### config.mk
export PLATFORM = sky130hd
export DESIGN_NAME = shell_command_lexer_core
export DESIGN_NICKNAME = d
export VERILOG_FILES = /design/src/design/scl_pkg.sv /design/src/design/shell_command_lexer_core.sv
export VERILOG_INCLUDE_DIRS = /design/src /design/src/design
export SDC_FILE = /design/constraint.sdc
export NUM_CORES = 1
export LEC_CHECK = 0
export ABC_CLOCK_PERIOD_IN_PS = 4200
export BUFFER_PORTS_ARGS = -buffer_cell sky130_fd_sc_hd__buf_4
export CAP_MARGIN = 30
export CORE_ASPECT_RATIO = 1.2
export CORE_MARGIN = 1
export CORE_UTILIZATION = 57
export CTS_BUF_LIST = sky130_fd_sc_hd__clkbuf_16
export DETAILED_ROUTE_END_ITERATION = 7
export PLACE_DENSITY_LB_ADDON = 0.15
export SYNTH_ARGS = -nofsm -noshare
export SYNTH_HDL_FRONTEND = slang
export SYNTH_SLANG_ARGS = --single-unit
### constraint.sdc
create_clock -name clk -period 4.2 [get_ports clk]
set_input_delay 0 -clock clk [delete_from_list [all_inputs] [get_ports clk]]
set_output_delay 0 -clock clk [all_outputs]
set_load 0.01 [all_outputs]
### src/design/shell_command_lexer_core_macros.svh
// Assertion macros shared by the lexer RTL
`ifndef SHELL_COMMAND_LEXER_CORE_MACROS_SVH
`define SHELL_COMMAND_LEXER_CORE_MACROS_SVH

// Holds on every clock edge outside reset
`define SCL_ASSERT_ALWAYS(lbl, prop, msg) \
	lbl: assert property (@(posedge clk) disable iff (!arst_n) (prop)) else $error(msg);

// Consequent checked in the cycle after the antecedent
`define SCL_ASSERT_NEXT(lbl, ante, cons, msg) \
	lbl: assert property (@(posedge clk) disable iff (!arst_n) (ante) |=> (cons)) else $error(msg);

`endif

### src/design/scl_pkg.sv
// Types, character codes and record helpers for the shell command lexer
package scl_pkg;

	localparam int unsigned POS_W = 13;

	typedef enum logic [2:0] {
		KIND_STR_BYTE = 3'd0,
		KIND_STR_END  = 3'd1,
		KIND_PIPE     = 3'd2,
		KIND_AMP      = 3'd3,
		KIND_SEMI     = 3'd4,
		KIND_EOI      = 3'd5
	} kind_t;

	typedef enum logic [1:0] {
		QUOTE_NONE   = 2'd0,
		QUOTE_SINGLE = 2'd1,
		QUOTE_DOUBLE = 2'd2
	} quote_t;

	localparam logic [7:0] CH_PIPE   = 8'h7C;
	localparam logic [7:0] CH_AMP    = 8'h26;
	localparam logic [7:0] CH_SEMI   = 8'h3B;
	localparam logic [7:0] CH_SPACE  = 8'h20;
	localparam logic [7:0] CH_TAB    = 8'h09;
	localparam logic [7:0] CH_LF     = 8'h0A;
	localparam logic [7:0] CH_NUL    = 8'h00;
	localparam logic [7:0] CH_SQUOTE = 8'h27;
	localparam logic [7:0] CH_DQUOTE = 8'h22;
	localparam logic [7:0] CH_BSLASH = 8'h5C;

	typedef struct packed {
		logic             last;
		logic             quote_open;
		logic [POS_W-1:0] after_pos;
		logic [POS_W-1:0] first_pos;
		logic [7:0]       content_byte;
		kind_t            kind;
	} rec_t;

	function automatic rec_t mk_rec(kind_t k, logic [7:0] b, logic [POS_W-1:0] f,
			logic [POS_W-1:0] a, logic q);
		rec_t r;
		r.last         = 1'b0;
		r.quote_open   = q;
		r.after_pos    = a;
		r.first_pos    = f;
		r.content_byte = b;
		r.kind         = k;
		return r;
	endfunction

endpackage

### src/design/shell_command_lexer_core.sv
// Shell command lexer: byte stream in, token records out
//
//  channel | dir | tdata                      | tlast
//  --------+-----+----------------------------+-----------------------
//  s_*     | in  | char_in                    | final_byte
//  m_*     | out | kind, content_byte,        | last_record
//          |     | first_pos, after_pos,      |
//          |     | quote_open                 |
//
// A byte is lexed in the cycle it is taken; its 0..3 records land in a
// 4-entry record queue whose head is the output register. A new byte is
// taken while at most one record is still waiting, so bytes that give at
// most one record stream at one per cycle while the output takes them; a
// byte with more records holds the input until at most one record is left.
// Reset (arst_n low) empties the queue and returns the lexer to the start of a command; no clearing pass is needed.
`include "shell_command_lexer_core_macros.svh"

module shell_command_lexer_core #(
	parameter int unsigned MAX_LEN = 4096
) (
	input  logic        clk,
	input  logic        arst_n,
	input  logic        s_tvalid,
	output logic        s_tready,
	input  logic [7:0]  s_tdata,   // [7:0] char_in
	input  logic        s_tlast,   // final_byte
	output logic        m_tvalid,
	input  logic        m_tready,
	output logic [39:0] m_tdata,   // [2:0] kind, [10:3] content_byte, [23:11] first_pos,
	                               // [36:24] after_pos, [37] quote_open, [39:38] zero
	output logic        m_tlast    // last_record
);
	import scl_pkg::*;

	localparam int unsigned PW   = $clog2(MAX_LEN + 1);
	localparam int unsigned PW_E = (PW > POS_W) ? PW : POS_W;
	localparam int unsigned QD   = 4;

	logic [PW_E-1:0] pos_q, tok_start_q;
	logic            inside_q;
	quote_t          quote_q;
	logic [7:0]      prev_q;

	rec_t            slot_q [QD];
	rec_t            slot_d [QD];
	logic [2:0]      cnt_q, cnt_d, cnt_base;

	logic            take, pop;
	rec_t            rec [3];
	logic [1:0]      n_rec;

	logic [PW_E-1:0] pos_d, tok_start_d, p1;
	logic            inside_d;
	quote_t          quote_d;
	logic [7:0]      c;
	logic            fin, is_sep, qclose;
	logic [POS_W-1:0] p_o, p1_o, ts_o;

	assign s_tready = (cnt_q <= 3'd1);
	assign take     = s_tvalid && s_tready;
	assign m_tvalid = (cnt_q != 3'd0);
	assign pop      = m_tvalid && m_tready;

	assign c   = s_tdata;
	assign fin = s_tlast;
	// position saturates at MAX_LEN
	assign p1   = (pos_q >= PW_E'(MAX_LEN)) ? pos_q : pos_q + PW_E'(1);
	assign p_o  = pos_q[POS_W-1:0];
	assign p1_o = p1[POS_W-1:0];

	always_comb begin
		is_sep = c inside {CH_SPACE, CH_TAB, CH_LF, CH_NUL, CH_PIPE, CH_AMP, CH_SEMI};
		qclose = (prev_q != CH_BSLASH) &&
			(((quote_q == QUOTE_SINGLE) && (c == CH_SQUOTE)) ||
			 ((quote_q == QUOTE_DOUBLE) && (c == CH_DQUOTE)));
	end

	always_comb begin
		rec[0]      = '0;
		rec[1]      = '0;
		rec[2]      = '0;
		n_rec       = 2'd0;
		inside_d    = inside_q;
		quote_d     = quote_q;
		tok_start_d = tok_start_q;
		ts_o        = tok_start_q[POS_W-1:0];

		if (quote_q != QUOTE_NONE) begin
			if (qclose) begin
				quote_d = QUOTE_NONE;
			end else begin
				rec[n_rec] = mk_rec(KIND_STR_BYTE, c, p_o, p1_o, 1'b0);
				n_rec      = n_rec + 2'd1;
			end
		end else if (is_sep) begin
			if (inside_q) begin
				rec[n_rec] = mk_rec(KIND_STR_END, 8'h00, ts_o, p_o, 1'b0);
				n_rec      = n_rec + 2'd1;
				inside_d   = 1'b0;
			end
			case (c)
				CH_PIPE: begin
					rec[n_rec] = mk_rec(KIND_PIPE, 8'h00, p_o, p1_o, 1'b0);
					n_rec      = n_rec + 2'd1;
				end
				CH_AMP: begin
					rec[n_rec] = mk_rec(KIND_AMP, 8'h00, p_o, p1_o, 1'b0);
					n_rec      = n_rec + 2'd1;
				end
				CH_SEMI: begin
					rec[n_rec] = mk_rec(KIND_SEMI, 8'h00, p_o, p1_o, 1'b0);
					n_rec      = n_rec + 2'd1;
				end
				default: ;
			endcase
		end else begin
			if (!inside_q) begin
				inside_d    = 1'b1;
				tok_start_d = pos_q;
				ts_o        = p_o;
			end
			if (c == CH_SQUOTE) begin
				quote_d = QUOTE_SINGLE;
			end else if (c == CH_DQUOTE) begin
				quote_d = QUOTE_DOUBLE;
			end else begin
				rec[n_rec] = mk_rec(KIND_STR_BYTE, c, p_o, p1_o, 1'b0);
				n_rec      = n_rec + 2'd1;
			end
		end

		pos_d = p1;
		if (fin) begin
			// unterminated quote or open string closes at end of input
			if (inside_d) begin
				rec[n_rec] = mk_rec(KIND_STR_END, 8'h00, ts_o, p1_o, 1'b0);
				n_rec      = n_rec + 2'd1;
			end
			rec[n_rec]  = mk_rec(KIND_EOI, 8'h00, p1_o, p1_o, quote_d != QUOTE_NONE);
			n_rec       = n_rec + 2'd1;
			pos_d       = '0;
			inside_d    = 1'b0;
			quote_d     = QUOTE_NONE;
			tok_start_d = '0;
		end

		if (n_rec != 2'd0)
			rec[n_rec - 2'd1].last = 1'b1;
	end

	// record queue: shift out at the head, append behind the survivors
	always_comb begin
		slot_d   = slot_q;
		cnt_base = cnt_q;
		if (pop) begin
			for (int i = 0; i < QD - 1; i++)
				slot_d[i] = slot_q[i+1];
			cnt_base = cnt_q - 3'd1;
		end
		cnt_d = cnt_base;
		if (take) begin
			for (int k = 0; k < 3; k++)
				if (2'(k) < n_rec)
					slot_d[cnt_base[1:0] + 2'(k)] = rec[k];
			cnt_d = cnt_base + {1'b0, n_rec};
		end
	end

	always_ff @(posedge clk or negedge arst_n) begin
		if (!arst_n) begin
			pos_q       <= '0;
			tok_start_q <= '0;
			inside_q    <= 1'b0;
			quote_q     <= QUOTE_NONE;
			prev_q      <= 8'h00;
			cnt_q       <= 3'd0;
		end else begin
			cnt_q <= cnt_d;
			if (take) begin
				pos_q       <= pos_d;
				tok_start_q <= tok_start_d;
				inside_q    <= inside_d;
				quote_q     <= quote_d;
				prev_q      <= fin ? 8'h00 : c;
			end
		end
	end

	always_ff @(posedge clk) begin
		slot_q <= slot_d;
	end

	assign m_tdata = {2'b00, slot_q[0].quote_open, slot_q[0].after_pos,
		slot_q[0].first_pos, slot_q[0].content_byte, slot_q[0].kind};
	assign m_tlast = slot_q[0].last;

	`SCL_ASSERT_ALWAYS(a_cnt_bound, cnt_q <= 3'(QD), "record queue overflow")
	`SCL_ASSERT_ALWAYS(a_quote_in_str, (quote_q == QUOTE_NONE) || inside_q,
		"quote open outside a string token")
	`SCL_ASSERT_ALWAYS(a_pos_sat, pos_q <= PW_E'(MAX_LEN), "position past saturation")
	`SCL_ASSERT_NEXT(a_fin_reset, take && fin,
		(pos_q == '0) && !inside_q && (quote_q == QUOTE_NONE),
		"lexer state not cleared after final byte")

endmodule

==> impl_results.md <==
- Outcome: finished clean
- Vias per Instance: 7.05
- Core area: 24700 µm²
- Gate Count Post-Synth: ~1900
- Post-route setup TNS: 0 ns
- Crit path max-delay family: compound AO/OA/AOI/OAI gates
- Global route overflow: 0
- CP cell instances: dlygate4sd3_1 -> buf_4 -> or4b_4 -> and2_4 -> inv_2 -> ha_1 -> nand2_1 -> nand2_1 -> buf_4 -> xnor2_1 -> inv_1 -> ha_2 -> nor2_1 -> nor2_1 -> a21oi_1 -> a2bb2oi_2 -> nor2_1 -> a21oi_1 -> o22ai_1 -> a311o_1
- Non-filler cells, final: 2253
- Routed Antenna Nets: 0
- Critical R2R Capture: slot_q[103]
- Fmax achieved: 248 MHz
- Antenna violations before repair: 0
- Synth Register Bits: 196
- Tmin final: approximately 4.0 ns
- Worst setup SP type: input pin
- I/O pin cnt: 56
- CP required: 4.55 ns
- Total power: 13.9 mW
- DP Area: 15500 µm²
- Clock slew seen by the registers of the worst setup and hold paths: approximately 0.08 ns
- Dpl ws: -0.0101 ns
- Largest area contributor in the netlist: dfxtp_1
- Die width: 147 µm
- Async set-reset flop share out of synthesis: 20.4%
- Final worst path period share: 96.2%
- Initial Util: 58.0%
- CTS H-tree lvls: 4
- Final setup viols: 0
- Final instance area: 16200 µm²
- First drt pass iteration count: 8
- Syn. warnings: 0
- IO Port Bufs: 53
- Main synth FF type: dfxtp_1
- Most common cell in the netlist: nand2_1
- Max Cap Viol: 0
- Synth area leaders: dfxtp_1, mux2i_1, edfxtp_1
- Hold path start: m_tready
- Worst-Margin Slew: 1.06 ns
- Slew margin rel.: 29.2%
- Area added between synthesis and finish: 13.4%
- Setup crit end kind: flop
- Largest net degree at the start of global routing: 76
- CTS Buffer Depth: 2
- Final WL: 59.2 mm
- Placed Cells: ~2200
- R2r setup slk: 0.24 ns
- Worst setup margin: 0.161 ns
- WL/cell: 26.3 µm
- WP buf/inv: 5
- Maximum VDD drop: around 0.37 mV
- Crit-path most repeated cell: nor2_1
- Clock root cell: clkbuf_16
- Vias: 15873
- RSZ-0062 raised after global routing: no
- Crit-path max FO: 14
- Pwr Density: between 800 and 900 nW/µm²
- Register area share after synthesis: between 30% and 40%
- Cts bufs inserted: 17
- Max-slew violation count: 0
- Clk_lat worst skew: 0.46 ns
- Die Area: 25800 µm²
- Kind of critical path: input pin to flop
- Hold Path Depth: 4
- Filler Cell Count: 2174
- Leak Pwr: 6.63 nW
- Core Rows: 63
- Post-synth top cells: nand2_1, nor2_1, a21oi_1
- Hold WC Path Type: input pin to flop
- Vias in the first global route: 14661
- CTS tree: yes
- Fin. Hold Viols: 0
- R2R cell count: 18
- Post-Syn Area: 14300 µm²
- Final net count: 1941
- Hold Path End: cnt_q[2]
- Global Route Usage Sum: 45.6%
- Worst Clk Skew: 0.0122 ns
- Reg2reg start: prev_q[5]
- CP max stage delay: 0.55 ns
- CP max-delay cell: or4b_4
- Post-DP HPWL: 41.6 mm
- # DRC: 0
- Final Util: about two thirds
- Syn_area_per_cell: roughly 7.7 µm²
- Final hold slack: 0.00467 ns
- Die H: around 180 µm
- Global-route wire length before repair: 88.3 mm
- Post-synth cell types: roughly 100
- CP arrival: 4.39 ns
- EDFF count, synth: 39
- Placer Congestion: approximately 1.1
- Starting DRT DRC Count: 2408
- Share of the synthesized area in the top cell type: between 10% and 20%
- Num Clock Sinks: 196
- Layout cells sized above 1: between 15 and 20%
==> flip-flops by register name, indices dropped and copies added, names as in the netlist <==
register     cells
m_tdata         38
p_o             13
cnt_q            3
slot_q         117
tok_start_q     13
inside_q         1
quote_q          2
m_tlast          1
prev_q           8
==> logic make-up after synthesis <==
logic type	share of synthesized area, %
DFF	31.5
and+or+nand+nor	19.1
other	0.0262
AOI/OAI and AO/OA	30.9
adders and majority gates	1.28
xor gates and xnor gates	1.16
buffers and inverters	7.64
muxes	8.40
==> power by group <==
part           internal (mW)  switching (mW)  total, mW
clock network          0.848           0.872       1.72
registers               2.96           0.636       3.60
logic                   3.32            5.29       8.61
==> repair_timing <==
item | 4_1_cts | 5_1_grt
gates resized for setup | 0 | 13
setup endpoints to repair | 0 | 70
hold endpoints to repair | 50 | 0
hold buffers | 8 | 0
setup buffers | 0 | 1
==> cell usage in the layout, fill, tap and decap left out, types with 40 or more instances in the layout <==
| cell | instances |
|---|---|
| nor2_1 | 198 |
| buf_4 | 206 |
| dfxtp_1 | 117 |
| nand2_1 | 259 |
| nor3_1 | 40 |
| o22ai_1 | 51 |
| dfrtp_1 | 40 |
| o21ai_0 | 133 |
| a21oi_1 | 199 |
| mux2i_1 | 119 |
==> worst register-to-register path, cell delays in order, from the launching register on <==
cell       delay (ns)
dfrtp_1          0.39
nor4bb_1         0.30
buf_4            0.16
a22oi_1          0.08
a21oi_1          0.32
a31oi_4          0.05
nand2_1          0.11
ha_1             0.23
nor2_1           0.14
nor2_2           0.07
ha_2             0.22
nor2_1           0.12
nor2_1           0.07
a21oi_1          0.19
a2bb2oi_2        0.43
nor2_1           0.13
a21oi_1          0.36
o22ai_1          0.15
a311o_1          0.32
==> per-layer routing <==
layer,share of wire (%),GRT usage [%],up-vias
met5,0,0,-
met4,7.5,30.6,0
met3,12,9.69,261
met2,44,70.7,1255
met1,37,56.9,7392
li1,-,-,6965
==> how the worst max path moves through the flow <==
stage          cells past startpoint        from           to
3_3_place_gp                      19  s_tdata[1]  m_tdata[10]
2_1_floorplan                     23  s_tdata[3]   slot_q[35]
5_1_grt                           17  s_tdata[0]   slot_q[87]
3_5_place_dp                      20  s_tdata[1]   slot_q[73]
4_1_cts                           19  s_tdata[0]  m_tdata[10]
6_report                          20  s_tdata[0]  slot_q[103]
==> cell type report <==
cell class,count,area [µm²],area share [%]
Antenna cell,1,2.50,0.0154
Timing Repair Buffer,223,1810,11.2
Tap cell,325,407,2.51
Multi-Input combinational cell,1450,8800,54.2
Inverter,26,100,0.617
Clock buffer,17,425,2.62
Clock inverter,15,169,1.04
Sequential cell,196,4510,27.8
Power figures use the tool's default switching activity.
